### config.mk
export PLATFORM = sky130hd
export DESIGN_NAME = sorted_table_linear_interpolator_unit
export DESIGN_NICKNAME = d
export VERILOG_FILES = /design/src/design/sti_pkg.sv /design/src/design/sorted_table_linear_interpolator_unit.sv /design/src/design/sti_div.sv /design/src/design/sti_dp.sv /design/src/design/sti_ctrl.sv
export SDC_FILE = /design/constraint.sdc
export NUM_CORES = 2
export LEC_CHECK = 0
export ABC_AREA = 0
export BUFFER_PORTS_ARGS = -buffer_cell sky130_fd_sc_hd__buf_2
export CAP_MARGIN = 20
export CORE_MARGIN = 4
export CORE_UTILIZATION = 55
export DETAILED_ROUTE_END_ITERATION = 12
export HOLD_SLACK_MARGIN = 0.15
export PLACE_DENSITY = 0.67
export SETUP_SLACK_MARGIN = 0.2
export SYNTH_ARGS = -nofsm -noshare
export SYNTH_HDL_FRONTEND = slang
export SYNTH_SLANG_ARGS = --single-unit
### constraint.sdc
create_clock -name clk_i -period 10.5 [get_ports clk_i]
set_input_delay 1.05 -clock clk_i [delete_from_list [all_inputs] [get_ports clk_i]]
set_output_delay 1.05 -clock clk_i [all_outputs]
set_load 0.01 [all_outputs]
### src/design/sti_pkg.sv
package sti_pkg;

  localparam int TableDepth = 64;
  localparam int AddrW      = $clog2(TableDepth);
  localparam int CountW     = AddrW + 1;

  typedef enum logic [1:0] {
    OP_CLEAR = 2'd0,
    OP_LOAD  = 2'd1,
    OP_QUERY = 2'd2,
    OP_NONE  = 2'd3
  } opcode_e;

  typedef enum logic [1:0] {
    ST_OK    = 2'd0,
    ST_RANGE = 2'd1,
    ST_EMPTY = 2'd2,
    ST_FULL  = 2'd3
  } status_e;

  typedef enum logic [3:0] {
    CMD_NONE,
    CMD_CAPTURE,
    CMD_CLEAR,
    CMD_RD_POS,
    CMD_SHIFT,
    CMD_INSERT,
    CMD_RD_IDX,
    CMD_NEXT,
    CMD_MATCH,
    CMD_MUL,
    CMD_DIV_START,
    CMD_FINISH,
    CMD_PUSH
  } dp_cmd_e;

  typedef enum logic [3:0] {
    S_IDLE,
    S_DISPATCH,
    S_INS_RD,
    S_INS_CMP,
    S_Q_RD,
    S_Q_CMP,
    S_DIV_GO,
    S_DIV_WAIT,
    S_OUT
  } state_e;

  typedef struct packed {
    dp_cmd_e op;
    status_e st;
  } cmd_t;

  typedef struct packed {
    opcode_e opcode;
    logic    empty;
    logic    full;
    logic    pos_zero;
    logic    idx_zero;
    logic    idx_last;
    logic    ang_eq;
    logic    ang_gt;
    logic    div_done;
    logic    out_free;
  } stat_t;

endpackage

### src/design/sorted_table_linear_interpolator_unit.sv
// Channel   Direction  Transfer when             Payload
// s_axis    in         s_tvalid_i & s_tready_o   opcode, angle, lift
// m_axis    out        m_tvalid_o & m_tready_i   value, status, points_held
//
// One result transfer follows every input transfer, in order.
// Clear and unused opcodes go straight to the output. A load reads and moves up each stored point
// with a larger angle, from the top down, then writes the new point; one memory access a cycle.
// A query scans entries from the bottom and runs the 32-step serial divider when it interpolates.
// Reset clears the point count and the handshake state; table contents need no clearing.
// A stalled output holds its result in a register; the next item waits only for that slot.
module sorted_table_linear_interpolator_unit (
  input  logic        clk_i,
  input  logic        rst_ni,
  input  logic        s_tvalid_i,
  output logic        s_tready_o,
  // [1:0] opcode, [17:2] angle, [33:18] lift, [39:34] zero
  input  logic [39:0] s_tdata_i,
  output logic        m_tvalid_o,
  input  logic        m_tready_i,
  // [15:0] value, [17:16] status, [24:18] points_held, [31:25] zero
  output logic [31:0] m_tdata_o
);
  import sti_pkg::*;

  cmd_t  cmd;
  stat_t stat;

  // The controller sequences inserts, scans and the divide; the datapath owns the table.
  sti_ctrl u_ctrl (
    .clk_i     (clk_i),
    .rst_ni    (rst_ni),
    .in_valid_i(s_tvalid_i),
    .in_ready_o(s_tready_o),
    .stat_i    (stat),
    .cmd_o     (cmd)
  );

  sti_dp u_dp (
    .clk_i      (clk_i),
    .rst_ni     (rst_ni),
    .cmd_i      (cmd),
    .stat_o     (stat),
    .in_data_i  (s_tdata_i),
    .out_valid_o(m_tvalid_o),
    .out_ready_i(m_tready_i),
    .out_data_o (m_tdata_o)
  );

endmodule

### src/design/sti_div.sv
module sti_div (
  input  logic        clk_i,
  input  logic        rst_ni,
  input  logic        start_i,
  input  logic [31:0] dividend_i,
  input  logic [15:0] divisor_i,
  output logic [31:0] quotient_o,
  output logic        done_o
);

  logic [31:0] quo_q, quo_d;
  logic [15:0] rem_q, rem_d;
  logic [15:0] dvs_q;
  logic [4:0]  cnt_q, cnt_d;
  logic        busy_q, busy_d;
  logic        done_q, done_d;
  logic [16:0] rem_sh;
  logic [16:0] trial;

  // One quotient bit per cycle, restoring method.
  always_comb begin
    rem_sh = {rem_q, quo_q[31]};
    trial  = rem_sh - {1'b0, dvs_q};
    quo_d  = quo_q;
    rem_d  = rem_q;
    cnt_d  = cnt_q;
    busy_d = busy_q;
    done_d = done_q;
    if (start_i) begin
      quo_d  = dividend_i;
      rem_d  = '0;
      cnt_d  = '0;
      busy_d = 1'b1;
      done_d = 1'b0;
    end else if (busy_q) begin
      if (!trial[16]) begin
        rem_d = trial[15:0];
        quo_d = {quo_q[30:0], 1'b1};
      end else begin
        rem_d = rem_sh[15:0];
        quo_d = {quo_q[30:0], 1'b0};
      end
      cnt_d = cnt_q + 5'd1;
      if (cnt_q == 5'd31) begin
        busy_d = 1'b0;
        done_d = 1'b1;
      end
    end
  end

  always_ff @(posedge clk_i or negedge rst_ni) begin
    if (!rst_ni) begin
      busy_q <= 1'b0;
      done_q <= 1'b0;
      cnt_q  <= '0;
    end else begin
      busy_q <= busy_d;
      done_q <= done_d;
      cnt_q  <= cnt_d;
    end
  end

  always_ff @(posedge clk_i) begin
    quo_q <= quo_d;
    rem_q <= rem_d;
    if (start_i) begin
      dvs_q <= divisor_i;
    end
  end

  assign quotient_o = quo_q;
  assign done_o     = done_q;

endmodule

### src/design/sti_dp.sv
module sti_dp (
  input  logic          clk_i,
  input  logic          rst_ni,
  input  sti_pkg::cmd_t cmd_i,
  output sti_pkg::stat_t stat_o,
  input  logic [39:0]   in_data_i,
  output logic          out_valid_o,
  input  logic          out_ready_i,
  output logic [31:0]   out_data_o
);
  import sti_pkg::*;

  // Each entry holds {angle, lift}.
  logic [31:0] mem_q [TableDepth];
  logic [31:0] rd_q;
  logic        we;
  logic [AddrW-1:0] waddr, raddr;
  logic [31:0] wdata;
  logic        re;

  logic [CountW-1:0] count_q, count_d;
  logic [CountW-1:0] pos_q, pos_d;
  logic [AddrW-1:0]  idx_q, idx_d;
  opcode_e           op_q;
  logic signed [15:0] ang_q, lift_q;
  logic [31:0]       prev_q;
  logic signed [15:0] res_q;
  logic signed [33:0] prod_q;
  logic [15:0]       den_q;
  logic              out_valid_q;
  logic [31:0]       out_data_q;

  logic signed [15:0] rd_ang, rd_lift, prev_ang, prev_lift;
  logic signed [16:0] dx, dl, da;
  logic [33:0]        prod_abs;
  logic [31:0]        quo;
  logic               div_done;
  logic signed [34:0] qs, sum;
  logic signed [15:0] sat;

  assign rd_ang    = rd_q[31:16];
  assign rd_lift   = rd_q[15:0];
  assign prev_ang  = prev_q[31:16];
  assign prev_lift = prev_q[15:0];
  assign dx        = {rd_ang[15], rd_ang} - {prev_ang[15], prev_ang};
  assign dl        = {rd_lift[15], rd_lift} - {prev_lift[15], prev_lift};
  assign da        = {ang_q[15], ang_q} - {prev_ang[15], prev_ang};
  assign prod_abs  = prod_q[33] ? -prod_q : prod_q;

  sti_div u_div (
    .clk_i     (clk_i),
    .rst_ni    (rst_ni),
    .start_i   (cmd_i.op == CMD_DIV_START),
    .dividend_i(prod_abs[31:0]),
    .divisor_i (den_q),
    .quotient_o(quo),
    .done_o    (div_done)
  );

  always_comb begin
    qs  = prod_q[33] ? -$signed({3'b000, quo}) : $signed({3'b000, quo});
    sum = qs + 35'(prev_lift);
    if (sum > 35'sd32767) begin
      sat = 16'sh7fff;
    end else if (sum < -35'sd32768) begin
      sat = -16'sh8000;
    end else begin
      sat = sum[15:0];
    end
  end

  always_comb begin
    we    = 1'b0;
    wdata = rd_q;
    waddr = pos_q[AddrW-1:0];
    re    = 1'b0;
    raddr = idx_q;
    case (cmd_i.op)
      CMD_RD_POS: begin
        re    = 1'b1;
        raddr = AddrW'(pos_q - CountW'(1));
      end
      CMD_RD_IDX: re = 1'b1;
      CMD_SHIFT:  we = 1'b1;
      CMD_INSERT: begin
        we    = 1'b1;
        wdata = {ang_q, lift_q};
      end
      default: ;
    endcase
  end

  always_ff @(posedge clk_i) begin
    if (we) begin
      mem_q[waddr] <= wdata;
    end
    if (re) begin
      rd_q <= mem_q[raddr];
    end
  end

  always_comb begin
    count_d = count_q;
    pos_d   = pos_q;
    idx_d   = idx_q;
    case (cmd_i.op)
      CMD_CAPTURE: begin
        pos_d = count_q;
        idx_d = '0;
      end
      CMD_CLEAR:  count_d = '0;
      CMD_SHIFT:  pos_d = pos_q - CountW'(1);
      CMD_INSERT: count_d = count_q + CountW'(1);
      CMD_NEXT:   idx_d = idx_q + AddrW'(1);
      default: ;
    endcase
  end

  always_ff @(posedge clk_i or negedge rst_ni) begin
    if (!rst_ni) begin
      count_q     <= '0;
      out_valid_q <= 1'b0;
    end else begin
      count_q <= count_d;
      if (cmd_i.op == CMD_PUSH) begin
        out_valid_q <= 1'b1;
      end else if (out_ready_i) begin
        out_valid_q <= 1'b0;
      end
    end
  end

  always_ff @(posedge clk_i) begin
    pos_q <= pos_d;
    idx_q <= idx_d;
    case (cmd_i.op)
      CMD_CAPTURE: begin
        op_q   <= opcode_e'(in_data_i[1:0]);
        ang_q  <= in_data_i[17:2];
        lift_q <= in_data_i[33:18];
        res_q  <= '0;
      end
      CMD_NEXT:  prev_q <= rd_q;
      CMD_MATCH: res_q  <= rd_lift;
      CMD_MUL: begin
        prod_q <= 34'(da * dl);
        den_q  <= dx[15:0];
      end
      CMD_FINISH: res_q <= sat;
      CMD_PUSH: out_data_q <= {7'd0, count_q, cmd_i.st, res_q};
      default: ;
    endcase
  end

  always_comb begin
    stat_o.opcode   = op_q;
    stat_o.empty    = (count_q == '0);
    stat_o.full     = (count_q == CountW'(TableDepth));
    stat_o.pos_zero = (pos_q == '0);
    stat_o.idx_zero = (idx_q == '0);
    stat_o.idx_last = ({1'b0, idx_q} == count_q - CountW'(1));
    stat_o.ang_eq   = (rd_ang == ang_q);
    stat_o.ang_gt   = (rd_ang > ang_q);
    stat_o.div_done = div_done;
    stat_o.out_free = !out_valid_q || out_ready_i;
  end

  assign out_valid_o = out_valid_q;
  assign out_data_o  = out_data_q;

  a_count_bound: assert property (@(posedge clk_i) disable iff (!rst_ni)
    count_q <= CountW'(TableDepth))
    else $error("point count beyond table depth");
  a_insert_room: assert property (@(posedge clk_i) disable iff (!rst_ni)
    cmd_i.op == CMD_INSERT |-> count_q != CountW'(TableDepth))
    else $error("insert into a full table");
  a_push_free: assert property (@(posedge clk_i) disable iff (!rst_ni)
    cmd_i.op == CMD_PUSH |-> (!out_valid_q || out_ready_i))
    else $error("result overwritten before transfer");

endmodule

### src/design/sti_ctrl.sv
module sti_ctrl (
  input  logic           clk_i,
  input  logic           rst_ni,
  input  logic           in_valid_i,
  output logic           in_ready_o,
  input  sti_pkg::stat_t stat_i,
  output sti_pkg::cmd_t  cmd_o
);
  import sti_pkg::*;

  state_e  state_q, state_d;
  status_e st_q, st_d;

  always_comb begin
    state_d = state_q;
    st_d    = st_q;
    case (state_q)
      S_IDLE: if (in_valid_i) state_d = S_DISPATCH;
      S_DISPATCH: begin
        st_d    = ST_OK;
        state_d = S_OUT;
        case (stat_i.opcode)
          OP_LOAD: begin
            if (stat_i.full) st_d = ST_FULL;
            else state_d = S_INS_RD;
          end
          OP_QUERY: begin
            if (stat_i.empty) st_d = ST_EMPTY;
            else state_d = S_Q_RD;
          end
          default: ;
        endcase
      end
      S_INS_RD:  state_d = stat_i.pos_zero ? S_OUT : S_INS_CMP;
      S_INS_CMP: state_d = stat_i.ang_gt ? S_INS_RD : S_OUT;
      S_Q_RD:    state_d = S_Q_CMP;
      S_Q_CMP: begin
        if (stat_i.ang_eq) begin
          state_d = S_OUT;
        end else if (stat_i.ang_gt) begin
          if (stat_i.idx_zero) begin
            st_d    = ST_RANGE;
            state_d = S_OUT;
          end else begin
            state_d = S_DIV_GO;
          end
        end else if (stat_i.idx_last) begin
          st_d    = ST_RANGE;
          state_d = S_OUT;
        end else begin
          state_d = S_Q_RD;
        end
      end
      S_DIV_GO:   state_d = S_DIV_WAIT;
      S_DIV_WAIT: if (stat_i.div_done) state_d = S_OUT;
      S_OUT:      if (stat_i.out_free) state_d = S_IDLE;
      default:    state_d = S_IDLE;
    endcase
  end

  always_comb begin
    cmd_o.op = CMD_NONE;
    cmd_o.st = st_q;
    case (state_q)
      S_IDLE:     if (in_valid_i) cmd_o.op = CMD_CAPTURE;
      S_DISPATCH: if (stat_i.opcode == OP_CLEAR) cmd_o.op = CMD_CLEAR;
      S_INS_RD:   cmd_o.op = stat_i.pos_zero ? CMD_INSERT : CMD_RD_POS;
      S_INS_CMP:  cmd_o.op = stat_i.ang_gt ? CMD_SHIFT : CMD_INSERT;
      S_Q_RD:     cmd_o.op = CMD_RD_IDX;
      S_Q_CMP: begin
        if (stat_i.ang_eq) cmd_o.op = CMD_MATCH;
        else if (stat_i.ang_gt && !stat_i.idx_zero) cmd_o.op = CMD_MUL;
        else if (!stat_i.ang_gt && !stat_i.idx_last) cmd_o.op = CMD_NEXT;
      end
      S_DIV_GO:   cmd_o.op = CMD_DIV_START;
      S_DIV_WAIT: if (stat_i.div_done) cmd_o.op = CMD_FINISH;
      S_OUT:      if (stat_i.out_free) cmd_o.op = CMD_PUSH;
      default: ;
    endcase
  end

  always_ff @(posedge clk_i or negedge rst_ni) begin
    if (!rst_ni) begin
      state_q <= S_IDLE;
      st_q    <= ST_OK;
    end else begin
      state_q <= state_d;
      st_q    <= st_d;
    end
  end

  assign in_ready_o = (state_q == S_IDLE);

endmodule

# After elaboration in Yosys (flattened, before gate mapping)
# Memory sizes are Yosys's and may differ from the RTL's. A register that Yosys moved wholly into a read port is not among the register bits.
# Index checks and enable logic that the tools add are counted.
# Widths: inputs -> output; s select.
# classes
add_sub_neg	12
magnitude_cmp	3
bitwise_logic	0
n_div	0
n_shift	0
n_reduce_logical	25
mux	59
multipliers	1
eq_ne	32
# op_table
operator	n
$mux 32	4
$pmux 4 s9	2
$mux 4	15
$mux 16	3
$pmux 16 s3	1
$add 35x16->35	1
$gt 35x16->1 const B	1
$lt 35x16->1 const B	1
$mux 35	1
$neg 32->35	1
$mul 17x17->34	1
$sub 16x16->17	2
$eq 4x3->1 const B	8
$neg 32->32	1
$pmux 7 s2	2
$eq 4x4->1 const B	6
$sub 17x16->17	1
$eq 16x16->1	1
$eq 4x2->1 const B	4
$gt 16x16->1	1
$sub 16x16->16	1
$mux 1	15
$logic_not 7->1	2
$mux 2	7
32 further kinds	50
# totals
rom_bits	0
n_memories	1
latch_bits	0
ram_bits	2048
word_cells	153
register_bits	255
in_bits	44
# memory_table
name	words	word_bits	rd	rd_ports_with_merged_regs	wr	line	rtl
u_dp.mem_q	64	32	1	1	1	sti_dp.sv:14	logic [31:0] mem_q [TableDepth];

# Logic depth before layout (Yosys ltp)
# logic_depth
depth_word	13
mapped_depth	40
ltp_nobuf	39

# Cells and area by module
# Synthesis repeated with hierarchy kept, for this count alone.
# hier_totals
hier_cells	8670
hier_area_um2	111908.6
# modules_own_cells
module	n_inst	cells_per_inst	seq_area_each_um2	area_per_inst_um2
sti_dp	1	8216	67735.0	107141.5
sti_div	1	371	1936.9	4103.9
sti_ctrl	1	83	150.1	663.1

# Worst setup path before layout
# No wires, ideal clock.
# synth_path
path_kind	register to register
startpoint	register u_dp.ang_q[0]
endpoint	register u_dp.prod_q[33] (data pin)
setup_ps	260
arrival_time_ps	8506
synth_period_minus_slack_ps	8766
path_buffers	1
stages_incl_launch_ff	38
setup_slack_ps	1734
path_cell_list	edfxtp_1 -> inv_1 -> ha_1 -> inv_1 -> fa_1 -> a21o_1 -> a21oi_1 -> o21ai_0 -> a21oi_1 -> o21bai_1 -> nand4_1 -> and3b_1 -> xnor2_1 -> clkbuf_1 -> nand2_1 -> fa_1 -> inv_1 -> fa_1 -> [2 not listed] -> inv_1 -> fa_1 -> inv_1 -> fa_1 -> inv_1 -> fa_1 -> ha_1 -> a21o_1 -> a21oi_1 -> nor3b_1 -> nand3_1 -> a2111oi_0 -> o31a_1 -> a2bb2oi_1 -> a21oi_1 -> a211o_1 -> a21oi_1 -> xnor2_1
# synth_via
elab_chain_cells	2
# synth_lines
item	line	rtl
start, declared	sti_dp.sv:25	logic signed [15:0] ang_q, lift_q;
start signal, assigned	sti_dp.sv:139	ang_q <= in_data_i[17:2];
$sub 16x16->17	sti_dp.sv:47	assign da = {ang_q[15], ang_q} - {prev_ang[15], prev_ang};
$mul 17x17->34	sti_dp.sv:146	prod_q <= 34'(da * dl);
end signal, assigned	sti_dp.sv:146	
end, declared	sti_dp.sv:28	logic signed [33:0] prod_q;
# No other way between the ends.
# A chain may end at the register's enable or synchronous reset.

# Worst setup path in the final report
# layout_path
startpoint	register u_dp.prev_q[0]
endpoint	register u_dp.prod_q[33] (data pin)
# layout_via
elab_chain_cells	2
# layout_lines
item	line	rtl
start, declared	sti_dp.sv:26	logic [31:0] prev_q;
start signal, assigned	sti_dp.sv:143	CMD_NEXT: prev_q <= rd_q;
$sub 16x16->17	sti_dp.sv:46	assign dl = {rd_lift[15], rd_lift} - {prev_lift[15], prev_lift};
$mul 17x17->34	sti_dp.sv:146	
# No other way between the ends.

==> out/metrics.yaml <==
synth:
  ys_ff_latch: 2334
  synth-edff-count: 2297
  ys_seq_area_share_pct: 65.3
  netlist_area_um2: 107000
  yosys_most_used_dff: "edfxtp_1"
  synth_cell_types: 77
  syn_inst: 6385
  synthArstFlopShare_pct: 0.900
  avgSynthCellArea_um2: 16.8
  yosysWarnings: 0
worst_hold_path:
  hp-class: "input pin to flop"
die:
  dieWidth_um: 449
  die_h_um: 449
  core_area_um2: 193000
  ios: 78
  initial_core_util_pct: 55.4
  die_area_um2: 202000
  rows: 161
cts:
  clock_sinks: 2334
  cts_tree: "built"
  numCtsBuffers: 228
  clkLatencyLatePin_ns: 0.88
  root_buffer: "clkbuf_16"
  cts_setup_buffers: 0
  htree_levels: 4
  clk_pin_slew_ns: 0.06
  ctsLongestPathBuffers: 3
critical_path:
  crit_type: "flop to flop"
  crit_path_end: "u_dp.prod_q[33]"
  crit_required_ns: 11.07
  r2r_start: "u_dp.prev_q[0]"
  path_buf_inv: 5
  critPathMaxStageDelay_ns: 0.53
  cpLargestDelayFamily: "adder cells"
  crit_path_end_kind: "flop"
  r2r-end: "u_dp.prod_q[33]"
  crit_path_start: "u_dp.prev_q[0]"
  worstSetupStartpointType: "flop"
  cp_max_fo: 7
  arrival_ns: 10.21
  ff2ff_path_depth: 35
  cp_slowest_cell: "fa_1"
  path_common_cell: "fa_1"
  path_depth: 35
  rrSetupSlack_ns: 0.87
placement:
  dp.cells: 8870
  port_buffers: 64
  gp_congestion: 0.884
  dp.final_hpwl_um: 160000
  place_ws_ns: 0.526
drt:
  drc: 0
  routed-via-count: 58102
  viasPerCell: 6.24
  wl_per_cell_um: 28.7
  firstDrtPassIters: 5
  dr.first_iter.drc_count: 5830
  drtAntennaViolNets: 0
  wl_um: 267000
run_status:
  status: "complete, no violations"
global_route:
  met1_usage_pct: 35.2
  grt_pass1_vias: 58858
  grt_use_total_pct: 26.6
  use_met3_pct: 5.43
  grt_max_degree: 136
  top_usage_layer: "met2"
  grt_first_pass_wirelength_um: 394000
  antenna_found_initial: 5
  grt_use_met2_pct: 44.2
  grt-ovfl-total: 0
finish:
  drive_above_1_share_pct: 18.4
  syn_to_final_growth_pct: 11.3
  nets: 7143
  final_cell_mix: "edfxtp_1 (2297), mux4_2 (512), inv_1 (464), nand2_1 (333), fa_1 (301)"
  fin_cells: 9309
  mostFrequentLayoutCell: "edfxtp_1"
sta:
  worst_slack_ns: 0.867
  setup_viol: 0
  skew_ns: 0.0660
  drv_slew: 0
  worst_slew_pin_slew_ns: 1.24
  holdWs_ns: 0.379
  min_period_ns: 9.63
  rsz0062_at_grt: "no"
  fin_crit_sh_pct: 91.7
  max_freq_mhz: 104
  hold_viol: 0
  setup_tns_ns: 0
  slew_headroom_pct: 17.0
flow_run:
  drv_cap: 0
[cell type report]
| class | instances | area, um^2 |
|---|---|---|
| Antenna cell | 2 | 5.00 |
| Clock buffer | 272 | 5890 |
| Clock inverter | 151 | 1580 |
| Fill cell | 13904 | 74000 |
| Inverter | 467 | 1750 |
| Multi-Input combinational cell | 3291 | 34800 |
| Sequential cell | 2334 | 69800 |
| Tap cell | 2526 | 3160 |
| Timing Repair Buffer | 266 | 2010 |
[worst min-delay path by stage]
| stage | slack, ns | startpoint | cells past startpoint | endpoint |
|---|---|---|---|---|
| finish | 0.38 | s_tdata_i[1] | 1 | u_dp.op_q[1] |
| global route | 0.34 | s_tdata_i[0] | 1 | u_dp.op_q[0] |
| CTS | 0.31 | s_tdata_i[1] | 1 | u_dp.op_q[1] |
| detailed placement | 0.40 | u_dp.res_q[6] | 0 | u_dp.out_data_o[6] |
| global placement | 0.40 | u_dp.res_q[4] | 0 | u_dp.out_data_o[4] |
| floorplan | 0.40 | u_dp.res_q[0] | 0 | u_dp.out_data_o[0] |
[metrics by stage]
stage | utilization (%) | area, um^2
3_5_place_dp | 57.7 | 111000
2_1_floorplan | - | 107000
3_3_place_gp | 57.7 | 111000
6_report | 61.7 | 119000
4_1_cts | 61.6 | 119000
5_1_grt | 61.7 | 119000
[metal layers]
layer  vias to the layer above  wire (um)
li1                      24955          -
met3                       440      20700
met5                         -        103
met1                     30346     104000
met4                         2      11100
met2                      2359     132000
[cell families after synthesis]
group | count (synthesis) | share of synthesized area [%]
flops | 2334 | 65.3
simple gates | 1078 | 4.81
compound gates | 827 | 5.07
buf+inv | 766 | 2.81
mux | 680 | 12.4
fa+ha+maj | 511 | 8.09
xor+xnor | 188 | 1.54
other cells | 1 | 0.00351
[timing repair]
| action | 4_1_cts | 5_1_grt |
|---|---|---|
| hold buffers | 1 | 0 |
| setup endpoints to repair | 0 | 4 |
| endpoints found under the hold margin | 21 | 0 |
| gates resized for setup | 0 | 10 |
[Yosys cell counts, types with 7 or more instances]
library cell	n	area, um^2
o21ai_0	125	626
o21a_1	16	120
dfxtp_1	16	320
ha_1	210	2630
buf_4	9	67.6
edfxtp_1	2297	69000
o22ai_1	7	43.8
o21bai_1	13	97.6
mux4_2	512	11500
mux2_2	36	405
xnor2_1	124	1090
o41ai_1	8	70.1
buf_1	31	116
o31ai_1	24	180
or2_2	13	81.3
and3_1	26	163
nand3_1	55	275
a21oi_1	240	1200
nor2b_1	143	895
mux2i_1	132	1320
a221o_1	13	130
and2_1	37	231
nor4_1	15	93.8
a31oi_1	28	175
nand2_1	334	1250
or4_1	14	105
nand3b_1	12	90.1
or3_1	18	113
a21boi_0	15	113
a211o_1	8	70.1
o2111ai_1	8	70.1
nor2_1	292	1100
nor3_1	44	220
a311oi_1	12	105
a211oi_1	227	1700
clkbuf_1	180	676
nand4_1	21	131
fa_1	301	6030
inv_1	465	1750
xor2_1	64	561
a21o_1	43	323
dfrtp_1	21	526
buf_2	79	395
nand2b_1	36	225
[registers in the layout, indices dropped and copies added (netlist names), 16 cells and up]
name and cells:
u_dp.mem_q 2048, u_dp.prod_q 33, u_dp.prev_q 32, u_dp.rd_q 32
u_dp.u_div.quotient_o 32, u_dp.out_data_o 25, u_dp.ang_q 16, u_dp.den_q 16
u_dp.lift_q 16, u_dp.res_q 16, u_dp.u_div.dvs_q 16, u_dp.u_div.rem_q 16
Power is not shown: default switching activity piles up to over one toggle a cycle in this logic, so the estimate is an artifact.
